<file path="src/hdl/bbve_pkg.sv">
// ----------------------------------------------------------------------------
// bbve_pkg
// Shared widths, payload types, slant table, vertex order table and color
// arithmetic for the beveled box vertex emitter.
// ----------------------------------------------------------------------------
package bbve_pkg;

  // coordinate width, signed fixed point with 8 fraction bits
  localparam int COORD_WIDTH = 32;
  localparam int ZW          = 31;
  localparam int HW          = 24;
  localparam int TW          = 4;
  localparam int CHW         = 8;
  localparam int KW          = 15;
  localparam int PW          = COORD_WIDTH + KW;
  localparam int CMPW        = (COORD_WIDTH > HW) ? COORD_WIDTH : HW;
  localparam int NUM_VERTS   = 30;
  localparam int VIDX_W      = 5;
  localparam int TOP_FIRST   = 24;

  localparam logic [VIDX_W-1:0] VIDX_LAST  = VIDX_W'(NUM_VERTS - 1);
  localparam logic [VIDX_W-1:0] VIDX_TOP   = VIDX_W'(TOP_FIRST);
  localparam logic [CHW-1:0]    CHAN_FULL  = '1;
  localparam logic [CHW-1:0]    CHAN_ZERO  = '0;

  typedef logic signed [COORD_WIDTH-1:0] coord_t;
  typedef logic [ZW-1:0]                 zval_t;

  typedef struct packed {
    logic [CHW-1:0] red;
    logic [CHW-1:0] green;
    logic [CHW-1:0] blue;
  } rgb_t;

  // one box as it arrives
  typedef struct packed {
    coord_t         corner_x0;
    coord_t         corner_y0;
    coord_t         corner_x1;
    coord_t         corner_y1;
    zval_t          base_z;
    logic [HW-1:0]  box_height;
    logic [TW-1:0]  node_type;
    logic [CHW-1:0] color_red;
    logic [CHW-1:0] color_green;
    logic [CHW-1:0] color_blue;
    logic           color_present;
    logic           selected;
  } box_t;

  // fully resolved box: footprint, inset edges, heights and face colors
  typedef struct packed {
    coord_t x0;
    coord_t x1;
    coord_t y0;
    coord_t y1;
    coord_t lx;
    coord_t rx;
    coord_t fy;
    coord_t ry;
    zval_t  z0;
    zval_t  zt;
    rgb_t   top;
    rgb_t   side;
  } corners_t;

  // one emitted vertex
  typedef struct packed {
    coord_t         vert_x;
    coord_t         vert_y;
    zval_t          vert_z;
    logic [CHW-1:0] out_red;
    logic [CHW-1:0] out_green;
    logic [CHW-1:0] out_blue;
    logic           last_vertex;
  } vert_t;

  // box corners: bottom ring then inset top ring
  typedef enum logic [2:0] {
    CRN_BL,
    CRN_BR,
    CRN_FR,
    CRN_FL,
    CRN_TBL,
    CRN_TBR,
    CRN_TFR,
    CRN_TFL
  } corner_e;

  // slant per node type, Q0.16
  function automatic logic [KW-1:0] slant_q16(logic [TW-1:0] t);
    logic [KW-1:0] k;
    unique case (t)
      4'd1:       k = KW'(2097);
      4'd2:       k = KW'(4194);
      4'd3:       k = KW'(21823);
      4'd6, 4'd7: k = KW'(16384);
      default:    k = '0;
    endcase
    return k;
  endfunction

  // vertex index to corner: rear, right, front, left, top quads
  function automatic corner_e vert_corner(logic [VIDX_W-1:0] idx);
    corner_e c;
    unique case (idx)
      5'd0:    c = CRN_BL;
      5'd1:    c = CRN_TBL;
      5'd2:    c = CRN_TBR;
      5'd3:    c = CRN_BL;
      5'd4:    c = CRN_TBR;
      5'd5:    c = CRN_BR;
      5'd6:    c = CRN_BR;
      5'd7:    c = CRN_TBR;
      5'd8:    c = CRN_TFR;
      5'd9:    c = CRN_BR;
      5'd10:   c = CRN_TFR;
      5'd11:   c = CRN_FR;
      5'd12:   c = CRN_FR;
      5'd13:   c = CRN_TFR;
      5'd14:   c = CRN_TFL;
      5'd15:   c = CRN_FR;
      5'd16:   c = CRN_TFL;
      5'd17:   c = CRN_FL;
      5'd18:   c = CRN_FL;
      5'd19:   c = CRN_TFL;
      5'd20:   c = CRN_TBL;
      5'd21:   c = CRN_FL;
      5'd22:   c = CRN_TBL;
      5'd23:   c = CRN_BL;
      5'd24:   c = CRN_TFL;
      5'd25:   c = CRN_TFR;
      5'd26:   c = CRN_TBR;
      5'd27:   c = CRN_TFL;
      5'd28:   c = CRN_TBR;
      5'd29:   c = CRN_TBL;
      default: c = CRN_BL;
    endcase
    return c;
  endfunction

  // c * 0.65 rounded half up: (c*13+10)/20, as ((v>>2)*205)>>10
  function automatic logic [CHW-1:0] shade(logic [CHW-1:0] c);
    logic [11:0] v;
    logic [17:0] q;
    v = 12'(c) * 12'd13 + 12'd10;
    q = 18'(v[11:2]) * 18'd205;
    return q[17:10];
  endfunction

  // c + 0.6*(255-c) rounded half up, /5 as *205>>10
  function automatic logic [CHW-1:0] brighten(logic [CHW-1:0] c);
    logic [9:0]  v;
    logic [17:0] q;
    v = 10'(CHAN_FULL - c) * 10'd3 + 10'd2;
    q = 18'(v) * 18'd205;
    return c + q[17:10];
  endfunction

  function automatic rgb_t shade_rgb(rgb_t c);
    rgb_t r;
    r.red   = shade(c.red);
    r.green = shade(c.green);
    r.blue  = shade(c.blue);
    return r;
  endfunction

  function automatic rgb_t brighten_rgb(rgb_t c);
    rgb_t r;
    r.red   = brighten(c.red);
    r.green = brighten(c.green);
    r.blue  = brighten(c.blue);
    return r;
  endfunction

endpackage

</file>
<file path="src/hdl/bbve_ifs.sv">
// ----------------------------------------------------------------------------
// bbve_ifs
// Valid/ready channel interfaces for box beats in and vertex beats out.
// ----------------------------------------------------------------------------
interface bbve_box_if
  import bbve_pkg::*;
();
  logic           valid;
  logic           ready;
  coord_t         corner_x0;
  coord_t         corner_y0;
  coord_t         corner_x1;
  coord_t         corner_y1;
  zval_t          base_z;
  logic [HW-1:0]  box_height;
  logic [TW-1:0]  node_type;
  logic [CHW-1:0] color_red;
  logic [CHW-1:0] color_green;
  logic [CHW-1:0] color_blue;
  logic           color_present;
  logic           selected;

  modport source (
    output valid, corner_x0, corner_y0, corner_x1, corner_y1, base_z, box_height,
           node_type, color_red, color_green, color_blue, color_present, selected,
    input  ready
  );
  modport sink (
    input  valid, corner_x0, corner_y0, corner_x1, corner_y1, base_z, box_height,
           node_type, color_red, color_green, color_blue, color_present, selected,
    output ready
  );
endinterface

interface bbve_vert_if
  import bbve_pkg::*;
();
  logic           valid;
  logic           ready;
  coord_t         vert_x;
  coord_t         vert_y;
  zval_t          vert_z;
  logic [CHW-1:0] out_red;
  logic [CHW-1:0] out_green;
  logic [CHW-1:0] out_blue;
  logic           last_vertex;

  modport source (
    output valid, vert_x, vert_y, vert_z, out_red, out_green, out_blue, last_vertex,
    input  ready
  );
  modport sink (
    input  valid, vert_x, vert_y, vert_z, out_red, out_green, out_blue, last_vertex,
    output ready
  );
endinterface

</file>
<file path="src/hdl/bbve_geom_pipe.sv">
// ----------------------------------------------------------------------------
// bbve_geom_pipe
// Four-stage pipeline that turns one box into its eight corners, two heights
// and two face colors: extents, slant products, clamp, saturating inset.
// ----------------------------------------------------------------------------
module bbve_geom_pipe
  import bbve_pkg::*;
(
  input  logic     clk_i,
  input  logic     rst_ni,
  input  logic     in_valid_i,
  output logic     in_ready_o,
  input  box_t     box_i,
  output logic     out_valid_o,
  input  logic     out_ready_i,
  output corners_t corners_o
);

  localparam logic signed [COORD_WIDTH+1:0] SUM_MAX =
    $signed({3'b000, {(COORD_WIDTH-1){1'b1}}});
  localparam logic signed [COORD_WIDTH+1:0] SUM_MIN =
    $signed({3'b111, {(COORD_WIDTH-1){1'b0}}});

  typedef struct packed {
    coord_t                 x0;
    coord_t                 x1;
    coord_t                 y0;
    coord_t                 y1;
    logic                   inv_x;
    logic                   inv_y;
    logic [COORD_WIDTH-1:0] wx;
    logic [COORD_WIDTH-1:0] wy;
    logic [KW-1:0]          k;
    logic [HW-1:0]          h;
    zval_t                  z0;
    zval_t                  zt;
    rgb_t                   top;
    rgb_t                   side;
    logic                   sel;
  } s1_t;

  typedef struct packed {
    coord_t        x0;
    coord_t        x1;
    coord_t        y0;
    coord_t        y1;
    logic          inv_x;
    logic          inv_y;
    logic [PW-1:0] prod_x;
    logic [PW-1:0] prod_y;
    logic [HW-1:0] h;
    zval_t         z0;
    zval_t         zt;
    rgb_t          top;
    rgb_t          side;
  } s2_t;

  typedef struct packed {
    coord_t                 x0;
    coord_t                 x1;
    coord_t                 y0;
    coord_t                 y1;
    logic                   inv_x;
    logic                   inv_y;
    logic [COORD_WIDTH-1:0] ox;
    logic [COORD_WIDTH-1:0] oy;
    zval_t                  z0;
    zval_t                  zt;
    rgb_t                   top;
    rgb_t                   side;
  } s3_t;

  // move a coordinate by a magnitude, saturating to the signed range
  function automatic coord_t sat_move(coord_t base, logic up,
                                      logic [COORD_WIDTH-1:0] mag);
    logic signed [COORD_WIDTH+1:0] b;
    logic signed [COORD_WIDTH+1:0] m;
    logic signed [COORD_WIDTH+1:0] s;
    coord_t                        r;
    b = {{2{base[COORD_WIDTH-1]}}, base};
    m = $signed({2'b00, mag});
    s = up ? (b + m) : (b - m);
    if (s > SUM_MAX) begin
      r = SUM_MAX[COORD_WIDTH-1:0];
    end else if (s < SUM_MIN) begin
      r = SUM_MIN[COORD_WIDTH-1:0];
    end else begin
      r = s[COORD_WIDTH-1:0];
    end
    return r;
  endfunction

  // inset of one axis: product without fraction, height limit on ordered axes
  function automatic logic [COORD_WIDTH-1:0] clamp_inset(logic [PW-1:0] prod,
                                                         logic inv,
                                                         logic [HW-1:0] h);
    logic [CMPW-1:0]        p;
    logic [CMPW-1:0]        hh;
    logic [COORD_WIDTH-1:0] r;
    p  = CMPW'(prod[PW-1:16]);
    hh = CMPW'(h);
    if (!inv && (p > hh)) begin
      r = COORD_WIDTH'(hh);
    end else begin
      r = COORD_WIDTH'(p);
    end
    return r;
  endfunction

  logic     v1_q, v2_q, v3_q, v4_q;
  logic     rdy1, rdy2, rdy3, rdy4;
  s1_t      s1_d, s1_q;
  s2_t      s2_d, s2_q;
  s3_t      s3_d, s3_q;
  corners_t s4_d, s4_q;

  // stall chain: a stage moves when it is empty or its successor moves
  assign rdy4       = !v4_q || out_ready_i;
  assign rdy3       = !v3_q || rdy4;
  assign rdy2       = !v2_q || rdy3;
  assign rdy1       = !v1_q || rdy2;
  assign in_ready_o = rdy1;

  // stage 1: extents, slant lookup, top height, base and shaded color
  always_comb begin
    rgb_t base_c;
    logic [ZW:0] zsum;
    s1_d.x0    = box_i.corner_x0;
    s1_d.x1    = box_i.corner_x1;
    s1_d.y0    = box_i.corner_y0;
    s1_d.y1    = box_i.corner_y1;
    s1_d.inv_x = box_i.corner_x1 < box_i.corner_x0;
    s1_d.inv_y = box_i.corner_y1 < box_i.corner_y0;
    s1_d.wx    = s1_d.inv_x ? COORD_WIDTH'(box_i.corner_x0 - box_i.corner_x1)
                            : COORD_WIDTH'(box_i.corner_x1 - box_i.corner_x0);
    s1_d.wy    = s1_d.inv_y ? COORD_WIDTH'(box_i.corner_y0 - box_i.corner_y1)
                            : COORD_WIDTH'(box_i.corner_y1 - box_i.corner_y0);
    s1_d.k     = slant_q16(box_i.node_type);
    s1_d.h     = box_i.box_height;
    s1_d.z0    = box_i.base_z;
    zsum       = (ZW+1)'(box_i.base_z) + (ZW+1)'(box_i.box_height);
    s1_d.zt    = zsum[ZW] ? '1 : zsum[ZW-1:0];
    if (box_i.color_present) begin
      base_c.red   = box_i.color_red;
      base_c.green = box_i.color_green;
      base_c.blue  = box_i.color_blue;
    end else begin
      base_c.red   = CHAN_FULL;
      base_c.green = CHAN_ZERO;
      base_c.blue  = CHAN_ZERO;
    end
    s1_d.top  = base_c;
    s1_d.side = shade_rgb(base_c);
    s1_d.sel  = box_i.selected;
  end

  // stage 2: slant products, highlight
  always_comb begin
    s2_d.x0     = s1_q.x0;
    s2_d.x1     = s1_q.x1;
    s2_d.y0     = s1_q.y0;
    s2_d.y1     = s1_q.y1;
    s2_d.inv_x  = s1_q.inv_x;
    s2_d.inv_y  = s1_q.inv_y;
    s2_d.prod_x = PW'(s1_q.wx) * PW'(s1_q.k);
    s2_d.prod_y = PW'(s1_q.wy) * PW'(s1_q.k);
    s2_d.h      = s1_q.h;
    s2_d.z0     = s1_q.z0;
    s2_d.zt     = s1_q.zt;
    s2_d.top    = s1_q.sel ? brighten_rgb(s1_q.top)  : s1_q.top;
    s2_d.side   = s1_q.sel ? brighten_rgb(s1_q.side) : s1_q.side;
  end

  // stage 3: drop fraction, limit by height on ordered axes
  always_comb begin
    s3_d.x0    = s2_q.x0;
    s3_d.x1    = s2_q.x1;
    s3_d.y0    = s2_q.y0;
    s3_d.y1    = s2_q.y1;
    s3_d.inv_x = s2_q.inv_x;
    s3_d.inv_y = s2_q.inv_y;
    s3_d.ox    = clamp_inset(s2_q.prod_x, s2_q.inv_x, s2_q.h);
    s3_d.oy    = clamp_inset(s2_q.prod_y, s2_q.inv_y, s2_q.h);
    s3_d.z0    = s2_q.z0;
    s3_d.zt    = s2_q.zt;
    s3_d.top   = s2_q.top;
    s3_d.side  = s2_q.side;
  end

  // stage 4: inset edges, left/front up, right/rear down, flipped if inverted
  always_comb begin
    s4_d.x0   = s3_q.x0;
    s4_d.x1   = s3_q.x1;
    s4_d.y0   = s3_q.y0;
    s4_d.y1   = s3_q.y1;
    s4_d.lx   = sat_move(s3_q.x0, !s3_q.inv_x, s3_q.ox);
    s4_d.rx   = sat_move(s3_q.x1,  s3_q.inv_x, s3_q.ox);
    s4_d.fy   = sat_move(s3_q.y0, !s3_q.inv_y, s3_q.oy);
    s4_d.ry   = sat_move(s3_q.y1,  s3_q.inv_y, s3_q.oy);
    s4_d.z0   = s3_q.z0;
    s4_d.zt   = s3_q.zt;
    s4_d.top  = s3_q.top;
    s4_d.side = s3_q.side;
  end

  // valid bits
  always_ff @(posedge clk_i or negedge rst_ni) begin
    if (!rst_ni) begin
      v1_q <= 1'b0;
      v2_q <= 1'b0;
      v3_q <= 1'b0;
      v4_q <= 1'b0;
    end else begin
      if (rdy1) v1_q <= in_valid_i;
      if (rdy2) v2_q <= v1_q;
      if (rdy3) v3_q <= v2_q;
      if (rdy4) v4_q <= v3_q;
    end
  end

  // stage payload
  always_ff @(posedge clk_i) begin
    if (rdy1) s1_q <= s1_d;
    if (rdy2) s2_q <= s2_d;
    if (rdy3) s3_q <= s3_d;
    if (rdy4) s4_q <= s4_d;
  end

  assign out_valid_o = v4_q;
  assign corners_o   = s4_q;

endmodule

</file>
<file path="src/hdl/bbve_emitter.sv">
// ----------------------------------------------------------------------------
// bbve_emitter
// Holds one resolved box and walks its 30 vertices, one beat per cycle while
// out_ready_i is high, loading the next box on the beat of the last vertex.
// ----------------------------------------------------------------------------
module bbve_emitter
  import bbve_pkg::*;
(
  input  logic     clk_i,
  input  logic     rst_ni,
  input  logic     in_valid_i,
  output logic     in_ready_o,
  input  corners_t corners_i,
  output logic     out_valid_o,
  input  logic     out_ready_i,
  output vert_t    vert_o
);

  logic              valid_q, valid_d;
  logic [VIDX_W-1:0] cnt_q, cnt_d;
  corners_t          box_q;
  logic              beat;
  logic              last;
  logic              take;
  corner_e           crn;
  rgb_t              col;

  assign last        = cnt_q == VIDX_LAST;
  assign beat        = valid_q && out_ready_i;
  assign take        = !valid_q || (beat && last);
  assign in_ready_o  = take;
  assign out_valid_o = valid_q;

  // vertex counter and holding register
  always_comb begin
    valid_d = valid_q;
    cnt_d   = cnt_q;
    if (beat) begin
      cnt_d = last ? '0 : cnt_q + VIDX_W'(1);
    end
    if (take) begin
      valid_d = in_valid_i;
    end
  end

  always_ff @(posedge clk_i or negedge rst_ni) begin
    if (!rst_ni) begin
      valid_q <= 1'b0;
      cnt_q   <= '0;
    end else begin
      valid_q <= valid_d;
      cnt_q   <= cnt_d;
    end
  end

  always_ff @(posedge clk_i) begin
    if (take && in_valid_i) box_q <= corners_i;
  end

  // corner select for the current vertex
  assign crn = vert_corner(cnt_q);
  assign col = (cnt_q >= VIDX_TOP) ? box_q.top : box_q.side;

  always_comb begin
    unique case (crn)
      CRN_BL:  begin vert_o.vert_x = box_q.x0; vert_o.vert_y = box_q.y1; end
      CRN_BR:  begin vert_o.vert_x = box_q.x1; vert_o.vert_y = box_q.y1; end
      CRN_FR:  begin vert_o.vert_x = box_q.x1; vert_o.vert_y = box_q.y0; end
      CRN_FL:  begin vert_o.vert_x = box_q.x0; vert_o.vert_y = box_q.y0; end
      CRN_TBL: begin vert_o.vert_x = box_q.lx; vert_o.vert_y = box_q.ry; end
      CRN_TBR: begin vert_o.vert_x = box_q.rx; vert_o.vert_y = box_q.ry; end
      CRN_TFR: begin vert_o.vert_x = box_q.rx; vert_o.vert_y = box_q.fy; end
      CRN_TFL: begin vert_o.vert_x = box_q.lx; vert_o.vert_y = box_q.fy; end
    endcase
    vert_o.vert_z      = (crn < CRN_TBL) ? box_q.z0 : box_q.zt;
    vert_o.out_red     = col.red;
    vert_o.out_green   = col.green;
    vert_o.out_blue    = col.blue;
    vert_o.last_vertex = last;
  end

endmodule

</file>
<file path="src/hdl/beveled_box_vertex_emitter_core.sv">
// ----------------------------------------------------------------------------
// beveled_box_vertex_emitter_core
// Turns one box beat into 30 triangle vertex beats: four shaded side quads
// and one inset top quad, two triangles each.
// ----------------------------------------------------------------------------
// usage
//   box_i is a valid/ready sink carrying one box per beat; vert_o is a
//   valid/ready source carrying one vertex per beat, last_vertex marks the
//   thirtieth vertex of each box.
//   path: the edge that accepts a box beat loads the first of four pipeline
//   stages, three more stages follow, then the emitter holding register; the
//   first vertex of a box is valid once the box reaches that register.
//   throughput: one vertex per cycle while vert_o.ready is high; the
//   emitter's vertex counter walking the held box sets this. Following
//   boxes wait in the four-stage pipeline and the next one is loaded on the
//   cycle that delivers the last vertex, so vertex beats run without gaps.
//   reset: rst_ni clears all valid bits and the vertex counter; nothing is
//   in flight afterward and no clearing pass is needed.
//   stall: when vert_o.ready is low the current vertex holds, the pipeline
//   fills and then box_i.ready drops; no beat is lost or repeated.
// ----------------------------------------------------------------------------
module beveled_box_vertex_emitter_core
  import bbve_pkg::*;
(
  input  logic        clk_i,
  input  logic        rst_ni,
  bbve_box_if.sink    box_i,
  bbve_vert_if.source vert_o
);

  box_t     box;
  corners_t corners;
  logic     geo_valid;
  logic     geo_ready;
  vert_t    vert;

  // gather the box fields
  always_comb begin
    box.corner_x0     = box_i.corner_x0;
    box.corner_y0     = box_i.corner_y0;
    box.corner_x1     = box_i.corner_x1;
    box.corner_y1     = box_i.corner_y1;
    box.base_z        = box_i.base_z;
    box.box_height    = box_i.box_height;
    box.node_type     = box_i.node_type;
    box.color_red     = box_i.color_red;
    box.color_green   = box_i.color_green;
    box.color_blue    = box_i.color_blue;
    box.color_present = box_i.color_present;
    box.selected      = box_i.selected;
  end

  bbve_geom_pipe u_geom (
    .clk_i       (clk_i),
    .rst_ni      (rst_ni),
    .in_valid_i  (box_i.valid),
    .in_ready_o  (box_i.ready),
    .box_i       (box),
    .out_valid_o (geo_valid),
    .out_ready_i (geo_ready),
    .corners_o   (corners)
  );

  bbve_emitter u_emit (
    .clk_i       (clk_i),
    .rst_ni      (rst_ni),
    .in_valid_i  (geo_valid),
    .in_ready_o  (geo_ready),
    .corners_i   (corners),
    .out_valid_o (vert_o.valid),
    .out_ready_i (vert_o.ready),
    .vert_o      (vert)
  );

  // spread the vertex fields
  assign vert_o.vert_x      = vert.vert_x;
  assign vert_o.vert_y      = vert.vert_y;
  assign vert_o.vert_z      = vert.vert_z;
  assign vert_o.out_red     = vert.out_red;
  assign vert_o.out_green   = vert.out_green;
  assign vert_o.out_blue    = vert.out_blue;
  assign vert_o.last_vertex = vert.last_vertex;

endmodule

</file>
<file path="src/flat_wrapper.sv">
// flat-port wrapper written by rule: the top's interface ports become plain ports
module beveled_box_vertex_emitter_core_flat import bbve_pkg::*;
  (clk_i, rst_ni, box_i_valid, box_i_corner_x0, box_i_corner_y0, box_i_corner_x1, box_i_corner_y1, box_i_base_z, box_i_box_height, box_i_node_type, box_i_color_red, box_i_color_green, box_i_color_blue, box_i_color_present, box_i_selected, box_i_ready, vert_o_valid, vert_o_vert_x, vert_o_vert_y, vert_o_vert_z, vert_o_out_red, vert_o_out_green, vert_o_out_blue, vert_o_last_vertex, vert_o_ready);
  bbve_box_if box_i_i ();
  bbve_vert_if vert_o_i ();
  input  logic clk_i;
  input  logic rst_ni;
  input wire logic [$bits(box_i_i.valid)-1:0] box_i_valid;
  input wire logic [$bits(box_i_i.corner_x0)-1:0] box_i_corner_x0;
  input wire logic [$bits(box_i_i.corner_y0)-1:0] box_i_corner_y0;
  input wire logic [$bits(box_i_i.corner_x1)-1:0] box_i_corner_x1;
  input wire logic [$bits(box_i_i.corner_y1)-1:0] box_i_corner_y1;
  input wire logic [$bits(box_i_i.base_z)-1:0] box_i_base_z;
  input wire logic [$bits(box_i_i.box_height)-1:0] box_i_box_height;
  input wire logic [$bits(box_i_i.node_type)-1:0] box_i_node_type;
  input wire logic [$bits(box_i_i.color_red)-1:0] box_i_color_red;
  input wire logic [$bits(box_i_i.color_green)-1:0] box_i_color_green;
  input wire logic [$bits(box_i_i.color_blue)-1:0] box_i_color_blue;
  input wire logic [$bits(box_i_i.color_present)-1:0] box_i_color_present;
  input wire logic [$bits(box_i_i.selected)-1:0] box_i_selected;
  output wire logic [$bits(box_i_i.ready)-1:0] box_i_ready;
  output wire logic [$bits(vert_o_i.valid)-1:0] vert_o_valid;
  output wire logic [$bits(vert_o_i.vert_x)-1:0] vert_o_vert_x;
  output wire logic [$bits(vert_o_i.vert_y)-1:0] vert_o_vert_y;
  output wire logic [$bits(vert_o_i.vert_z)-1:0] vert_o_vert_z;
  output wire logic [$bits(vert_o_i.out_red)-1:0] vert_o_out_red;
  output wire logic [$bits(vert_o_i.out_green)-1:0] vert_o_out_green;
  output wire logic [$bits(vert_o_i.out_blue)-1:0] vert_o_out_blue;
  output wire logic [$bits(vert_o_i.last_vertex)-1:0] vert_o_last_vertex;
  input wire logic [$bits(vert_o_i.ready)-1:0] vert_o_ready;
  assign box_i_i.valid = box_i_valid;
  assign box_i_i.corner_x0 = box_i_corner_x0;
  assign box_i_i.corner_y0 = box_i_corner_y0;
  assign box_i_i.corner_x1 = box_i_corner_x1;
  assign box_i_i.corner_y1 = box_i_corner_y1;
  assign box_i_i.base_z = box_i_base_z;
  assign box_i_i.box_height = box_i_box_height;
  assign box_i_i.node_type = box_i_node_type;
  assign box_i_i.color_red = box_i_color_red;
  assign box_i_i.color_green = box_i_color_green;
  assign box_i_i.color_blue = box_i_color_blue;
  assign box_i_i.color_present = box_i_color_present;
  assign box_i_i.selected = box_i_selected;
  assign box_i_ready = box_i_i.ready;
  assign vert_o_valid = vert_o_i.valid;
  assign vert_o_vert_x = vert_o_i.vert_x;
  assign vert_o_vert_y = vert_o_i.vert_y;
  assign vert_o_vert_z = vert_o_i.vert_z;
  assign vert_o_out_red = vert_o_i.out_red;
  assign vert_o_out_green = vert_o_i.out_green;
  assign vert_o_out_blue = vert_o_i.out_blue;
  assign vert_o_last_vertex = vert_o_i.last_vertex;
  assign vert_o_i.ready = vert_o_ready;
  beveled_box_vertex_emitter_core u_core (.clk_i(clk_i), .rst_ni(rst_ni), .box_i(box_i_i), .vert_o(vert_o_i));
endmodule
</file>
<file path="config.mk">
export PLATFORM = sky130hd
export DESIGN_NAME = beveled_box_vertex_emitter_core_flat
export DESIGN_NICKNAME = d
export VERILOG_FILES = /design/src/hdl/bbve_pkg.sv /design/src/hdl/bbve_ifs.sv /design/src/hdl/bbve_geom_pipe.sv /design/src/hdl/bbve_emitter.sv /design/src/hdl/beveled_box_vertex_emitter_core.sv /design/src/flat_wrapper.sv
export SDC_FILE = /design/constraint.sdc
export NUM_CORES = 2
export LEC_CHECK = 0
export BUFFER_PORTS_ARGS = -buffer_cell sky130_fd_sc_hd__clkbuf_2
export CORE_MARGIN = 2
export CORE_UTILIZATION = 30
export CTS_CLUSTER_DIAMETER = 50
export DETAILED_ROUTE_END_ITERATION = 7
export PLACE_DENSITY = 0.45
export SETUP_SLACK_MARGIN = 0.15
export SLEW_MARGIN = 20
export SYNTH_ARGS = -nofsm -noshare
export SYNTH_HDL_FRONTEND = slang
export SYNTH_SLANG_ARGS = --single-unit
export TNS_END_PERCENT = 20
</file>
<file path="constraint.sdc">
create_clock -name clk_i -period 21.6 [get_ports clk_i]
set_clock_uncertainty 0.05 [all_clocks]
set_input_delay 2.16 -clock clk_i [delete_from_list [all_inputs] [get_ports clk_i]]
set_output_delay 2.16 -clock clk_i [all_outputs]
set_load 0.01 [all_outputs]
</file>
# [After elaboration in Yosys (flattened, before gate mapping)]
# Memories as Yosys holds them, arrays and structs flattened.
# Cells that the tools add are included.
[word_totals] in_bits=217 reg_bits=1748 output_inout_bits=122 word_cells=214 memories=1 mem_bits_ro=96
[memory_table] name="(no name shown)" depth=32 width=3 rd=1 rd_clocked_by_memory_dff=0 wr=0 line="bbve_pkg.sv:106" rtl="unique case (idx)"
[op_classes] order_cmp=14 n_mux=20 eq_ne=13 n_mul=20 reduce_logical=19 add_sub_neg=35
[ops] op="$pmux W64 S8" count=1
[ops] op="$mux W32" count=6
[ops] op="$mul A10 B8 Y18 const B" count=9
[ops] op="$mux W24" count=6
[ops] op="$add A32 B33 Y34" count=4
[ops] op="$gt A34 B32 Y1 const B" count=4
[ops] op="$lt A34 B32 Y1 const B" count=4
[ops] op="$mux W34" count=4
[ops] op="$sub A32 B33 Y34" count=4
[ops] op="$sub A32 B32 Y32" count=4
[ops] op="$mul A32 B15 Y47" count=2
[ops] op="$lt A32 B32 Y1" count=2
[ops] op="$gt A31 B24 Y1" count=2
[ops] op="$add A10 B2 Y10 const B" count=6
[ops] op="$mul A10 B2 Y10 const B" count=6
[ops] op="$pmux W15 S4" count=1
[ops] op="$sub A8 B8 Y9 const A" count=6
[ops] op="$add A8 B8 Y8" count=6
[ops] op="$add A12 B4 Y12 const B" count=3
[ops] op="$mul A8 B4 Y12 const B" count=3
[ops] op="$add A31 B24 Y32" count=1
[ops] op="$mux W31" count=1
[ops] op="$eq A3 B3 Y1 const B" count=4
[ops] op="$eq A4 B2 Y1 const B" count=2
[ops] op="14 further kinds" count=30

# [Longest topological paths before layout]
[logic_depth] word_depth=7 ltp_mapped=38 depth_no_buf=38

# [Modules after synthesis]
# From an unflattened synthesis, not the netlist that was laid out.
[hier_totals] cells_unflattened=9744 hier_area_um2=116214.0
[by_module_without_submodules] module="bbve_geom_pipe" instances=1 seq_area_each_um2=40038.4 area_per_inst_um2=102226.8 cells_per_inst=9102
[by_module_without_submodules] module="bbve_emitter" instances=1 seq_area_each_um2=11140.7 area_per_inst_um2=13987.2 cells_per_inst=642

# [Least setup slack after synthesis]
# Ideal clock, no wire load.
[synth_path] path_kind="input to register" from="input vert_o_ready" to="register u_core.u_geom.s1_q[0] (netlist name), enable pin" slack_ps=-249 arrival_time_ps=18436 required_ps=18186 n_path_buf=0 setup_time_ps=3364 stages=4 cell_sequence="a21boi_0 -> nand3_1 -> inv_1 -> nand3_1"
[synth_between] elab_chain_len=7
[synth_rtl] item="start: declaration" line="flat_wrapper.sv:30" rtl="input wire logic [$bits(vert_o_i.ready)-1:0] vert_o_ready;"
[synth_rtl] item="$logic_and A1 B1 Y1" line="bbve_emitter.sv:29" rtl="assign beat = valid_q && out_ready_i;"
[synth_rtl] item="$logic_and A1 B1 Y1" line="bbve_emitter.sv:30" rtl="assign take = !valid_q || (beat && last);"
[synth_rtl] item="$logic_or A1 B1 Y1" line="bbve_emitter.sv:30"
[synth_rtl] item="$logic_or A1 B1 Y1" line="bbve_geom_pipe.sv:118" rtl="assign rdy4 = !v4_q || out_ready_i;"
[synth_rtl] item="$logic_or A1 B1 Y1" line="bbve_geom_pipe.sv:119" rtl="assign rdy3 = !v3_q || rdy4;"
[synth_rtl] item="named net u_core.u_geom.rdy3" line="bbve_geom_pipe.sv:111" rtl="logic rdy1, rdy2, rdy3, rdy4;"
[synth_rtl] item="$logic_or A1 B1 Y1" line="bbve_geom_pipe.sv:120" rtl="assign rdy2 = !v2_q || rdy3;"
[synth_rtl] item="$logic_or A1 B1 Y1" line="bbve_geom_pipe.sv:121" rtl="assign rdy1 = !v1_q || rdy2;"
[synth_rtl] item="named net box_i_ready" line="flat_wrapper.sv:21" rtl="output wire logic [$bits(box_i_i.ready)-1:0] box_i_ready;"
[synth_rtl] item="end signal: assignment" line="bbve_geom_pipe.sv:223" rtl="if (rdy1) s1_q <= s1_d;"
[synth_rtl] item="end: declaration" line="bbve_geom_pipe.sv:112" rtl="s1_t s1_d, s1_q;"
# The timed path passes the listed nets, and every way through them passes these cells.
# A chain may end at the register's enable or synchronous reset.

==> impl_metrics.py <==
metrics = {
    "placed_design": {
        "portBuffers": 338,
        "gp_congestion": 0.8872,
        "placed_area_um2": 124000,
        "dp_cells": 15160,
        "dp_hpwl_um": 240500,
        "pre_cts_ws_ps": 12110,
    },
    "sta": {
        "max_freq_ghz": 0.1174,
        "grt_setup_unrepaired": "no",
        "slew-limit-headroom_pct": 29.30,
        "fin_crit_sh_pct": 39.45,
        "hold_violations": 0,
        "tightest_slew_ps": 1061,
        "slew_violations": 0,
        "setup_viol": 0,
        "setup-tns-final_ps": 0,
        "min_period_ps": 8521,
        "whs_ps": 292.0,
        "setup_ws_ps": 13080,
    },
    "logic_synthesis": {
        "syn-cell-area_um2": 116100,
        "avgSynthCellArea_um2": 11.86,
        "ys_seq_area_share_pct": 44.07,
        "ys_ff_latch": 1706,
        "netlist.top_cell.by_area": "edfxtp_1",
        "ys.flop_type": "edfxtp_1",
        "synthCells": 9791,
        "synth_top_cells_by_area": "edfxtp_1 (44%), ha_1 (15%), fa_1 (13%), inv_1 (6.4%), xnor2_1 (1.9%)",
        "synth-edff-count": 1696,
        "synth_top_area_share_pct": 43.86,
        "yosys_warnings": 0,
        "syn_nets": 12130,
        "yosysMostFrequentCell": "inv_1",
        "synthArstFlopShare_pct": 0.5862,
        "synthDistinctLibCells": 92,
        "netlist_top_cells_count": "inv_1 (1,968), edfxtp_1 (1,696), ha_1 (1,357), fa_1 (766), nand2_1 (494)",
    },
    "setup_path": {
        "cp.arrival_ps": 9080,
        "endpoint_kind": "register",
        "timing.rr.start": "u_core.u_geom.s1_q[42]",
        "required_ps": 22160,
        "start_kind": "primary input",
        "cpMostUsedCell": "inv_1",
        "reg2reg_slack_ps": 13340,
        "r2r_end": "u_core.u_geom.s2_q[47]",
        "cpPeakStageDelay_ps": 500,
        "slowest_stage": "fa_1",
        "worst-setup-path-type": "in2reg",
        "ff2ff_path_depth": 35,
        "crit_path_max_fanout": 24,
    },
    "grt": {
        "grt_pass1_wl_um": 463700,
        "antenna_found_initial": 28,
        "grt_max_degree": 110,
        "overflow": 0,
        "grtUsageTotal_pct": 15.40,
        "grt_pass1_vias": 75600,
    },
    "clock_network": {
        "cts.sinks": 1706,
        "numCtsBuffers": 229,
        "clockBufferDepth": 4,
        "root_buffer": "clkbuf_16",
        "cts_tree": "built",
        "holdBufCountCts": 0,
        "clk_latency_ps": 910,
        "cts_htree_levels": 4,
        "ctsResizeCount": 0,
        "post_cts_buffers": 0,
        "clk_pin_slew_ps": 60,
    },
    "power": {
        "seq_power_share_pct": 24.9,
        "p_comb_share_pct": 51.5,
        "finalPower_mw": 15.95,
        "p_sw_mw": 6.182,
        "swShare_pct": 38.76,
        "internal-power_mw": 9.769,
        "p_per_area_nw_per_um2": 121.1,
        "peakVddDrop_uv": 168.4,
        "leakage_nw": 58.09,
        "clkPwrFrac_pct": 23.5,
    },
    "route": {
        "wl_per_cell_um": 19.38,
        "dr.pass1.iters": 6,
        "drc_errors": 0,
        "vias": 70940,
        "ant_nets": 0,
        "via_per_inst": 4.551,
        "drtIter0Drc": 4123,
        "drt_wl_total_um": 302100,
    },
    "floorplanning": {
        "die_h_um": 626.2,
        "die_area_um2": 392100,
        "initial_utilization_pct": 30.13,
        "core_um2": 385400,
        "rows": 228,
        "ios": 339,
        "die_x_um": 626.2,
    },
    "layout": {
        "final_core_util_pct": 34.17,
        "multi_input_area_um2": 56830,
        "finalInstanceArea_um2": 131700,
        "finalNetCount": 12560,
        "layout-drive-gt1-share_pct": 9.391,
        "layout.cells.non_filler": 15590,
        "nFillCells": 38250,
        "regArea_um2": 51180,
        "area_growth_pct": 13.40,
    },
    "worst_hold_path": {
        "worstHoldPathCells": 0,
        "hold_path_end": "u_core.u_geom.s2_q[102]",
        "worstHoldStart": "u_core.u_geom.s1_q[103]",
        "holdCritPathClass": "reg2reg",
    },
    "flow_run": {
        "drv_cap": 0,
    },
    "run_status": {
        "status": "completed",
    },
}
cell usage in the layout, fill, tap and decap left out, types with 45 or more instances in the layout:
cell,n
nand2_1,491
nand3_1,87
buf_4,57
nor2_1,300
a21oi_1,429
fa_1,766
mux4_2,64
clkbuf_2,338
inv_1,1968
o21bai_1,62
ha_1,1357
o21a_1,75
nor3_1,107
and2_1,312
nand2b_1,72
edfxtp_1,1696
a211oi_1,45
mux2_2,85
o21ai_0,370
nand4_1,63
xor2_1,235
clkbuf_16,229
nor2b_1,54
xnor2_1,257
a21o_1,274
critical path: cells and delay by family:
| kind | cells | cell delay (ps) |
|---|---|---|
| fa+ha+maj | 9 | 3300 |
| compound gates | 8 | 1670 |
| buf+inv | 7 | 840 |
| simple gates | 6 | 640 |
| xor+xnor | 2 | 470 |
layout make-up:
| class | count | share of cell area [%] |
|---|---|---|
| multi-input combinational | 5912 | 43.16 |
| sequential | 1706 | 38.87 |
| inverter | 1970 | 5.616 |
| tap | 5175 | 4.917 |
| clock buffer | 259 | 4.437 |
| timing repair buffer | 397 | 1.640 |
| clock inverter | 160 | 1.345 |
| antenna | 11 | 0.02090 |
worst max path at each step:
stage	start	to	slack, ps	depth (start not counted)
after floorplan	vert_o_ready	u_core.u_emit.box_q[0]	2170	2
after global placement	box_i_color_present	u_core.u_geom.s1_q[8]	12170	32
after detailed placement	box_i_color_present	u_core.u_geom.s1_q[8]	12110	32
after CTS	box_i_color_present	u_core.u_geom.s1_q[8]	13080	32
after global routing	box_i_color_present	u_core.u_geom.s1_q[8]	12540	32
final	box_i_color_present	u_core.u_geom.s1_q[8]	13080	32
registers in the layout, indices dropped and copies added (netlist names), 5 cells and up:
register and count:
u_core.u_emit.box_q 366, u_core.u_emit.cnt_q 5, u_core.u_geom.corners_o 366, u_core.u_geom.s2_q 326, u_core.u_geom.s3_q 302, u_core.u_geom.s1_q 336
kinds of logic after synthesis:
kind of cell / synth area share [%]
compound gates: 8.206
xor+xnor: 3.718
fa+ha+maj: 27.83
buf+inv: 7.092
flops: 44.07
mux: 2.221
simple gates: 6.862
metal layers:
| metal | global-route usage [%] | routed length, um | vias to the layer above |
|---|---|---|---|
| met4 | 4.349 | 8522 | 8 |
| li1 | - | - | 34120 |
| met5 | 0 | 51 | - |
| met2 | 25.44 | 140700 | 1297 |
| met3 | 2.029 | 12940 | 380 |
| met1 | 21.09 | 139800 | 35140 |
power groups by stage:
stage / Sequential, mW / Combinational, mW / Clock (mW)
floorplan: 4.04 / 6.25 / 0
detailed placement: 4.04 / 8.33 / 0
global placement: 4.04 / 8.24 / 0
CTS: 3.98 / 8.42 / 3.88
finish: 3.98 / 8.22 / 3.75
global route: 3.98 / 9.54 / 4.00
No activity file was read; power rests on OpenSTA's default activity.
